===== config.mk =====
export PLATFORM = sky130hd
export DESIGN_NAME = idru_step
export DESIGN_NICKNAME = d
export VERILOG_FILES = /design/src/rtl/int_divide_remainder_unit_assert.svh /design/src/rtl/idru_pkg.sv /design/src/rtl/idru_step.sv
export SDC_FILE = /design/constraint.sdc
export NUM_CORES = 1
export LEC_CHECK = 0
export BUFFER_PORTS_ARGS = -buffer_cell sky130_fd_sc_hd__buf_2
export CAP_MARGIN = 20
export CORE_UTILIZATION = 40
export DETAILED_ROUTE_END_ITERATION = 10
export PLACE_DENSITY = 0.78
export SETUP_SLACK_MARGIN = 0.15
export SLEW_MARGIN = 10
export SYNTH_ARGS = -nofsm -noshare
export SYNTH_HDL_FRONTEND = slang
export SYNTH_SLANG_ARGS = --single-unit
export TNS_END_PERCENT = 30

===== constraint.sdc =====
create_clock -name vclk -period 3.1
set_clock_uncertainty 0.05 [all_clocks]
set_input_delay 0.155 -clock vclk [all_inputs]
set_output_delay 0.155 -clock vclk [all_outputs]
set_load 0.02 [all_outputs]

===== src/rtl/int_divide_remainder_unit_assert.svh =====
// ----------------------------------------------------------------------------
// Assertion macros for the integer divide and remainder unit
// Both macros sample on the rising edge of clk. The first is disabled
// while rst is high. The second also checks during reset.
// ----------------------------------------------------------------------------
`ifndef INT_DIVIDE_REMAINDER_UNIT_ASSERT_SVH
`define INT_DIVIDE_REMAINDER_UNIT_ASSERT_SVH

// Check a property outside reset
`define IDRU_ASSERT(lbl, prop, msg) \
  lbl: assert property (@(posedge clk) disable iff (rst) prop) else $error(msg);

// Check a property at every edge, reset included
`define IDRU_ASSERT_ALWAYS(lbl, prop, msg) \
  lbl: assert property (@(posedge clk) prop) else $error(msg);

`endif


===== src/rtl/idru_pkg.sv =====
// ----------------------------------------------------------------------------
// idru_pkg
// The shared width, operation codes and pipeline payload types of the
// integer divide and remainder unit.
// ----------------------------------------------------------------------------
package idru_pkg;

  // Operand and result width
  localparam int unsigned DW = 32;

  // Operation codes
  typedef enum logic [1:0] {
    FN_DIVU = 2'd0,
    FN_REMU = 2'd1,
    FN_DIV  = 2'd2,
    FN_REM  = 2'd3
  } func_t;

  // One input beat as held in the skid register
  typedef struct packed {
    logic [1:0]    func;
    logic [DW-1:0] dividend;
    logic [DW-1:0] divisor;
  } req_t;

  // Divider state carried from stage to stage
  typedef struct packed {
    logic          want_rem;  // deliver the remainder, not the quotient
    logic          neg_res;   // negate the selected result at the end
    logic [DW-1:0] rem;       // partial remainder
    logic [DW-1:0] nq;        // dividend bits shifting out, quotient bits in
    logic [DW-1:0] dvsr;      // divisor magnitude
  } stage_t;

endpackage


===== src/rtl/idru_step.sv =====
// ----------------------------------------------------------------------------
// idru_step
// One restoring division step: shift in the next dividend bit, subtract the
// divisor when it fits (or when the doubled remainder carried out), and
// shift the quotient bit in.
// ----------------------------------------------------------------------------
module idru_step (
  input  idru_pkg::stage_t cur,
  output idru_pkg::stage_t nxt
);

  logic                        carry;
  logic [idru_pkg::DW-1:0]     shifted;
  logic [idru_pkg::DW:0]       diff;
  logic                        fits;

  // Double the partial remainder and trial-subtract the divisor
  assign carry   = cur.rem[idru_pkg::DW-1];
  assign shifted = {cur.rem[idru_pkg::DW-2:0], cur.nq[idru_pkg::DW-1]};
  assign diff    = {carry, shifted} - {1'b0, cur.dvsr};
  assign fits    = ~diff[idru_pkg::DW];

  // Restore on a failed subtract, record the quotient bit
  always_comb begin
    nxt          = cur;
    nxt.rem      = fits ? diff[idru_pkg::DW-1:0] : shifted;
    nxt.nq       = {cur.nq[idru_pkg::DW-2:0], fits};
  end

endmodule


==> results of run 1 <==
cell type report:
| class | instances | share of cell area |
|---|---|---|
| inverters | 42 | 0.0448 |
| multi-input cells | 303 | 0.658 |
| well taps | 96 | 0.0336 |
| repair buffers | 159 | 0.263 |
worst min path at each step:
stage	start	endpoint	slack, ns	cells after the start
floorplan	cur[0]	nxt[0]	0.37	1
global placement	cur[32]	nxt[33]	0.26	0
detailed placement	cur[32]	nxt[33]	0.26	0
CTS	cur[32]	nxt[33]	0.26	0
global route	cur[56]	nxt[57]	0.26	0
finish	cur[41]	nxt[42]	0.26	0
where the power goes:
| group | internal, uW | switching, uW | leakage [uW] |
|---|---|---|---|
| clock | 0 | 0 | 0 |
| sequential | 0 | 0 | 0 |
| combinational | 470 | 574 | 0.00193 |
stage by stage:
stage	instances	hold slack [ns]	power [uW]	setup WS, ns
after floorplan	426	0.373	747	0.175
after global placement	590	0.260	922	-0.0778
after detailed placement	590	0.260	934	-0.0819
after CTS	598	0.260	1000	0.168
after global routing	600	0.260	1130	0.0313
final	600	0.260	1040	0.151
cell families after synthesis:
group / share of synthesized area
AO/OA/AOI/OAI: 0.270
multiplexers: 0.0916
AND/OR/NAND/NOR: 0.176
XOR/XNOR: 0.0713
buffers and inverters: 0.249
adder cells (fa/ha/maj): 0.143
cell usage in the layout (no fill, tap or decap), drive strengths merged, types with 5 or more instances in the layout:
cell    Yosys  layout
nand4       7       7
o31ai       5       5
ha         32      32
buf        70     159
xnor2      14      14
nand2b      5       5
and3        6       6
nand3      11      11
o21bai      5       5
inv        42      42
nor2b       5       5
nand2      44      44
o21ai      24      24
a21o       15      15
o211ai      9       9
mux2       18      18
a21oi      36      36
o21a        6       6
nor2       16      16
xor2       10      10
layer usage:
metal  GRT usage  wire (um)  vias up
met3     0.00943        443       24
met4      0.0507        211        0
li1            -          -     1584
met2       0.381       4160      111
met1       0.261       3690     1463
met5           0          0        -
worst max-delay path, delay by kind of cell:
family,cells,cell delay (ns)
AOI/OAI and AO/OA,6,1.36
buffers and inverters,6,0.67
muxes,1,0.30
adders and majority gates,1,0.26
repair_timing:
item	in CTS	in global routing
gates resized for setup	14	21
setup buffers	7	2
setup endpoints to repair	27	31
pin swaps	12	12
gates cloned	1	0
==> reports/summary.txt, run 1 <==
Setup Viol. Count Final -> 0
Fillers -> 723
hold-fix buffer count after cts -> 0
Mapped Area -> 0.00295 mm2
sequential cell count -> 0
Worst Tran Pin Value -> 0.484 ns
DR vias -> 3,182
cell count after synthesis -> 426
Multi-input gate area -> 0.00235 mm2
Max Slew Vio Count -> 0
Final Core Density -> 0.515
GRT Util Overall -> 0.206
Final Cycle Share -> 0.951
grt total ovfl -> 0
largest net degree at the start of global routing -> 17
post-synthesis sequential area ratio -> 0
Die Ht -> 87.9 um
synth unique cells -> 49
Synthesis Warnings -> 0
initial antenna violation count -> 0
FMAX -> 339 MHz
RSZ-0062 raised after global routing -> yes
Avg Inst Size Synth -> 6.92 um2
critical-path maximum fanout -> 5
most used cell, CP -> buf_4
drt first pass iters -> 4
leakage power total -> 0.00193 uW
Row Count -> 30
P&R area growth vs syn -> 21.2%
crit path max-delay cell type -> a221o_1
Port Buffer Count -> 130
initial drt markers -> 136
max_cap viols -> 0
CP startpoint -> cur[16]
# diodes -> 0
CP peak stage delay -> 0.33 ns
post-synth top area cell -> buf_4
area of the core -> 0.00694 mm2
share of layout cells above drive strength 1 -> 0.397
commonest cells in the netlist -> 66 x buf_4, 44 x nand2_1, 41 x inv_1
status -> completed
PwrDens -> 292 mW/mm2
most common cell in the netlist -> buf_4
CP endpoint -> nxt[68]
WL/cell -> 14.2 um
HP Class -> in2out
post-route cell area -> 0.00357 mm2
Critical Path RT -> 2.89 ns
GPL Wtd Cong -> 0.889
top-area cell type share of the netlist area -> 0.168
Reg area -> 0 um2
Detailed Route WL -> 8500 um
final HPWL from detailed placement -> 6910 um
slew margin rel. -> 0.678
first-pass GRT wire length -> 13,100 um
DRC -> 0
WP data arrival -> 2.74 ns
CP Capture Type -> primary output
Die W -> 87.9 um
DIE AREA -> 0.00772 mm2
number of global-route vias before repair -> 2,956
dpl cell area -> 0.00330 mm2
vias per cell -> 5.30
CP Cell Sequence -> buf_2 > inv_2 > ha_4 > a21oi_4 > o211ai_1 > a221o_1 > a211o_1 > o21a_1 > o211ai_4 > inv_4 > buf_12 > buf_4 > mux2_4 > buf_4
Nets -> 637
kind of critical path -> in2out
io pins -> 196
final hold vios -> 0
antenna viol nets, final -> 0
top post-synthesis cells by area -> buf_4 17%, ha_1 14%, mux2_4 9.2%
net count after synthesis -> 557
setup TNS -> 0 ns
minimum clock period -> 2.95 ns
clk_buf instances -> 0
starting density of the core -> 0.425
Peak supply drop -> 0.125 mV
crit start category -> input pin
Power figures use the tool's default switching activity.
==> run 2, diff against run 1 <==
- clock period: 3.1 -> 2.85 ns (I/O delays scaled with it)
==> run 2 against run 1 <==
- global-route usage rose by 0.51 points
- wire length rose by 2.5%
- cell count rose by 2.3%
- non-clock buffer count rose by 14
- die area did not move
- hold slack got worse by 0.025 ns
- largest power group unchanged
- core utilization rose by 3.5 points
- first-iteration DRC count rose by 7.4%
- highest routed layer unchanged
==> reports/summary.txt, run 2 (synthesis gave the netlist of run 1 again) <==
status -> completed
Sw Share -> 0.521
hold-fix buffer count after cts -> 0
part of the power in combinational logic -> 1.000
Peak supply drop -> 0.129 mV
commonest non-fill, non-tap cell in the layout -> buf_2
crit path max-delay cell type -> a221o_1
DR vias -> 3,229
clock share of power -> 0
clk_buf instances -> 0
Nets -> 651
hold depth -> 0
CP Capture Type -> primary output
Flop pwr share -> 0
Buffers & Inverters on Critical Path -> 6
final hold vios -> 0
largest net degree at the start of global routing -> 17
Critical Path RT -> 2.66 ns
HP Class -> in2out
initial drt markers -> 146
vias per cell -> 5.26
grt total ovfl -> 0
dpl cell area -> 0.00340 mm2
Reg area -> 0 um2
WL/cell -> 14.2 um
Setup Viol. Count Final -> 0
DIE AREA -> 0.00772 mm2
kind of critical path -> in2out
most used cell, CP -> buf_6
Crit path depth -> 13
CP Cell Sequence -> buf_2 > inv_1 > ha_1 > and3_1 > a221o_1 > a211o_1 > o21a_1 > o211ai_4 > inv_4 > buf_6 > buf_12 > mux2_4 > buf_6
Hold Path End -> nxt[42]
io pins -> 196
PnR worst setup slack -> 0.0172 ns
FMAX -> 353 MHz
most frequent cells in the layout -> 107 x buf_2, 44 x nand2_1, 39 x buf_4
Fillers -> 665
Row Count -> 30
DRC -> 0
P&R area growth vs syn -> 29.3%
critical-path maximum fanout -> 7
Final Cycle Share -> 0.994
Multi-input gate area -> 0.00236 mm2
RSZ-0062 raised after global routing -> yes
share of layout cells above drive strength 1 -> 0.421
number of global-route vias before repair -> 2,985
Max Slew Vio Count -> 0
CP peak stage delay -> 0.35 ns
area of the core -> 0.00694 mm2
Detailed Route WL -> 8720 um
PwrDens -> 320 mW/mm2
initial antenna violation count -> 0
slew margin rel. -> 0.678
max_cap viols -> 0
final HPWL from detailed placement -> 6930 um
Port Buffer Count -> 130
GRT Util Overall -> 0.211
first-pass GRT wire length -> 13,400 um
# diodes -> 0
crit start category -> input pin
WP data arrival -> 2.64 ns
internal power -> 584 uW
starting density of the core -> 0.425
post-placement setup slack -> -0.157 ns
sequential cell count -> 0
minimum clock period -> 2.83 ns
post-route cell area -> 0.00381 mm2
GPL Wtd Cong -> 0.930
NetSw -> 635 uW
Die W -> 87.9 um
Die Ht -> 87.9 um
drt first pass iters -> 4
min-delay src -> cur[41]
leakage power total -> 0.00204 uW
Worst Tran Pin Value -> 0.478 ns
antenna viol nets, final -> 0
Crit path max-delay family -> compound AO/OA/AOI/OAI gates
CP startpoint -> cur[19]
## run 2: how the worst max path moves through the flow
stage / end
final: nxt[86]
after global routing: nxt[78]
after CTS: nxt[84]
after detailed placement: nxt[90]
after global placement: nxt[91]
after floorplan: nxt[90]
## run 2: repair_timing
action,4_1_cts,5_1_grt
buffers inserted,7,2
cloned,1,0
pin swaps,14,11
resized for setup,53,21
endpoints found under the setup margin,33,32
## run 2: through the flow
stage | cells | total power [uW] | util | TNS, ns | hold WS [ns]
after detailed placement | 604 | 1050 | 0.490 | -2.62 | 0.235
after global routing | 614 | 1320 | 0.549 | -1.06 | 0.235
final | 614 | 1220 | 0.549 | 0 | 0.235
after CTS | 612 | 1180 | 0.532 | 0 | 0.235
after global placement | 604 | 1030 | 0.490 | -2.43 | 0.235
after floorplan | 426 | 812 | - | -0.0995 | 0.348
## run 2: cell type report
cell class | instances | share of cell area
tap | 96 | 0.0315
inverter | 42 | 0.0427
multi-input combinational | 303 | 0.619
timing repair buffer | 173 | 0.307
## run 2: power by group through the flow
stage / sequential, uW / clock [uW] / combinational (uW)
6_report: 0 / 0 / 1220
3_5_place_dp: 0 / 0 / 1050
2_1_floorplan: 0 / 0 / 812
4_1_cts: 0 / 0 / 1180
5_1_grt: 0 / 0 / 1320
3_3_place_gp: 0 / 0 / 1030
## run 2: routing by layer
metal,vias up,part of all wire,track usage
li1,1609,-,-
met1,1475,0.44,0.273
met2,121,0.49,0.388
met3,24,0.051,0.00848
met4,0,0.023,0.0417
met5,-,0,0
==> run 3, diff against run 2 <==
- ABC_AREA: default -> 1
- PLACE_DENSITY: 0.78 -> 0.73
==> run 3 against run 2 <==
- via count up 26%
- first-iteration DRC count is 4.8% higher
- combinational power down 17%
- sequential share of layout area unchanged
- core utilization decreased by 11 points
- fmax grew 18%
- largest power group unchanged
==> reports/summary.txt, run 3 <==
Mapped Area -> 0.00376 mm2
final hold vios -> 0
Detailed Route WL -> 9840 um
GPL Wtd Cong -> 0.913
Fillers -> 1,073
total power -> 1010 uW
initial drt markers -> 153
DRC -> 0
post-placement setup slack -> 0.342 ns
Final Core Density -> 0.435
clk_buf instances -> 0
most frequent cells in the layout -> 313 x nand2_1, 151 x inv_1, 130 x buf_2
setup TNS -> 0 ns
Max Slew Vio Count -> 0
top post-synthesis cells by area -> nand2_1 31%, inv_1 15%, buf_4 13%
first-pass GRT wire length -> 16,600 um
final HPWL from detailed placement -> 8690 um
Final Cycle Share -> 0.842
most common cell in the netlist -> nand2_1
slew margin rel. -> 0.792
GRT Util Overall -> 0.205
Synthesis Warnings -> 0
P&R area growth vs syn -> 5.93%
initial antenna violation count -> 0
minimum clock period -> 2.40 ns
net count after synthesis -> 877
DIE AREA -> 0.00979 mm2
io pins -> 196
Avg Inst Size Synth -> 5.04 um2
Port Buffer Count -> 130
drt first pass iters -> 5
top-area cell type share of the netlist area -> 0.313
antenna viol nets, final -> 0
sequential cell count -> 0
largest net degree at the start of global routing -> 34
Die W -> 98.9 um
status -> completed
area of the core -> 0.00915 mm2
crit start category -> input pin
RSZ-0062 raised after global routing -> no
Setup Viol. Count Final -> 0
Die Ht -> 98.9 um
critical-path maximum fanout -> 33
Peak supply drop -> 0.181 mV
Crit path max-delay family -> simple AND/OR/NAND/NOR gates
max_cap viols -> 0
share of layout cells above drive strength 1 -> 0.211
HP Class -> in2out
synth unique cells -> 30
Worst Tran Pin Value -> 0.311 ns
cell count after synthesis -> 746
crit path max-delay cell type -> fa_1
leakage power total -> 0.00283 uW
CP Cell Sequence -> buf_2 > ha_1 > fa_1 > inv_1 > nand2_1 > nand2_1 > nand3_1 > nand2_2 > nand2_2 > nand2_2 > nand2_4 > nand2_4 > nand2_4 > nand2_8 > nand2_1 > nand2_1 > buf_2
vias per cell -> 4.44
grt total ovfl -> 0
Buffers & Inverters on Critical Path -> 3
PnR worst setup slack -> 0.450 ns
FMAX -> 417 MHz
kind of critical path -> in2out
Nets -> 937
Row Count -> 35
commonest non-fill, non-tap cell in the layout -> nand2_1
post-synth top area cell -> nand2_1
number of global-route vias before repair -> 3,646
PwrDens -> 254 mW/mm2
most used cell, CP -> nand2_1
DR vias -> 4,066
starting density of the core -> 0.411
post-synthesis sequential area ratio -> 0
CP peak stage delay -> 0.40 ns
Critical Path RT -> 2.66 ns
WP data arrival -> 2.21 ns
# diodes -> 0
CP Capture Type -> primary output
Reg area -> 0 um2
commonest cells in the netlist -> 313 x nand2_1, 151 x inv_1, 66 x buf_4
WL/cell -> 10.7 um
[run 3: cell count changes in the layout (fill, tap and decap cells not counted), sizes merged, moves of 6 or more]
cell | before | now
o21a | 6 | 0
buf | 173 | 130
xnor2 | 14 | 1
a21oi | 36 | 26
nor2 | 16 | 39
a21o | 15 | 0
nand2 | 44 | 343
mux2 | 18 | 0
o211ai | 9 | 0
o21ai | 24 | 0
nand3 | 11 | 31
inv | 42 | 156
[run 3: per-layer routing]
layer	vias to the layer above	wire [um]	track usage
met2	85	4420	0.360
met1	1702	5010	0.286
met3	10	345	0.00851
met4	0	58	0.0161
li1	2269	-	-
met5	-	0	0
[run 3: area by class of cell]
cell class / count / area (um2) / area share
Tap cell: 111 / 139 / 0.0349
Inverter: 157 / 589 / 0.148
Multi-Input combinational cell: 517 / 2600 / 0.654
Timing Repair Buffer: 130 / 651 / 0.163
[run 3: final timing paths]
| path | startpoint | end | slack, ns | depth (start not counted) |
|---|---|---|---|---|
| worst min-delay path | cur[50] | nxt[51] | 0.24 | 0 |
| worst max-delay path | cur[0] | nxt[77] | 0.45 | 17 |
[run 3: report_power, final]
| part | total [uW] | switching (uW) | internal (uW) |
|---|---|---|---|
| Clock | 0 | 0 | 0 |
| Sequential | 0 | 0 | 0 |
| Combinational | 1010 | 667 | 343 |
[run 3: stage by stage]
step                area, um2  std cells  hold WS [ns]
floorplan                3760        746         0.348
global placement         3970        915         0.235
detailed placement       3970        915         0.235
CTS                      3970        915         0.235
global route             3980        915         0.235
finish                   3980        915         0.235
[run 3: repair_timing]
item                                    in CTS  in global routing
hold buffers                                 0                  0
gates resized for setup                      0                  1
setup buffers                                0                  0
endpoints found under the setup margin       0                  7
[run 3: cells by family (layout without fill, tap and decap cells)]
| kind of cell | Yosys count | in the layout | synth area share |
|---|---|---|---|
| buffers and inverters | 229 | 287 | 0.310 |
| AOI/OAI and AO/OA | 33 | 33 | 0.0526 |
| adders and majority gates | 33 | 33 | 0.112 |
| and+or+nand+nor | 436 | 436 | 0.491 |
| xor gates and xnor gates | 15 | 15 | 0.0350 |
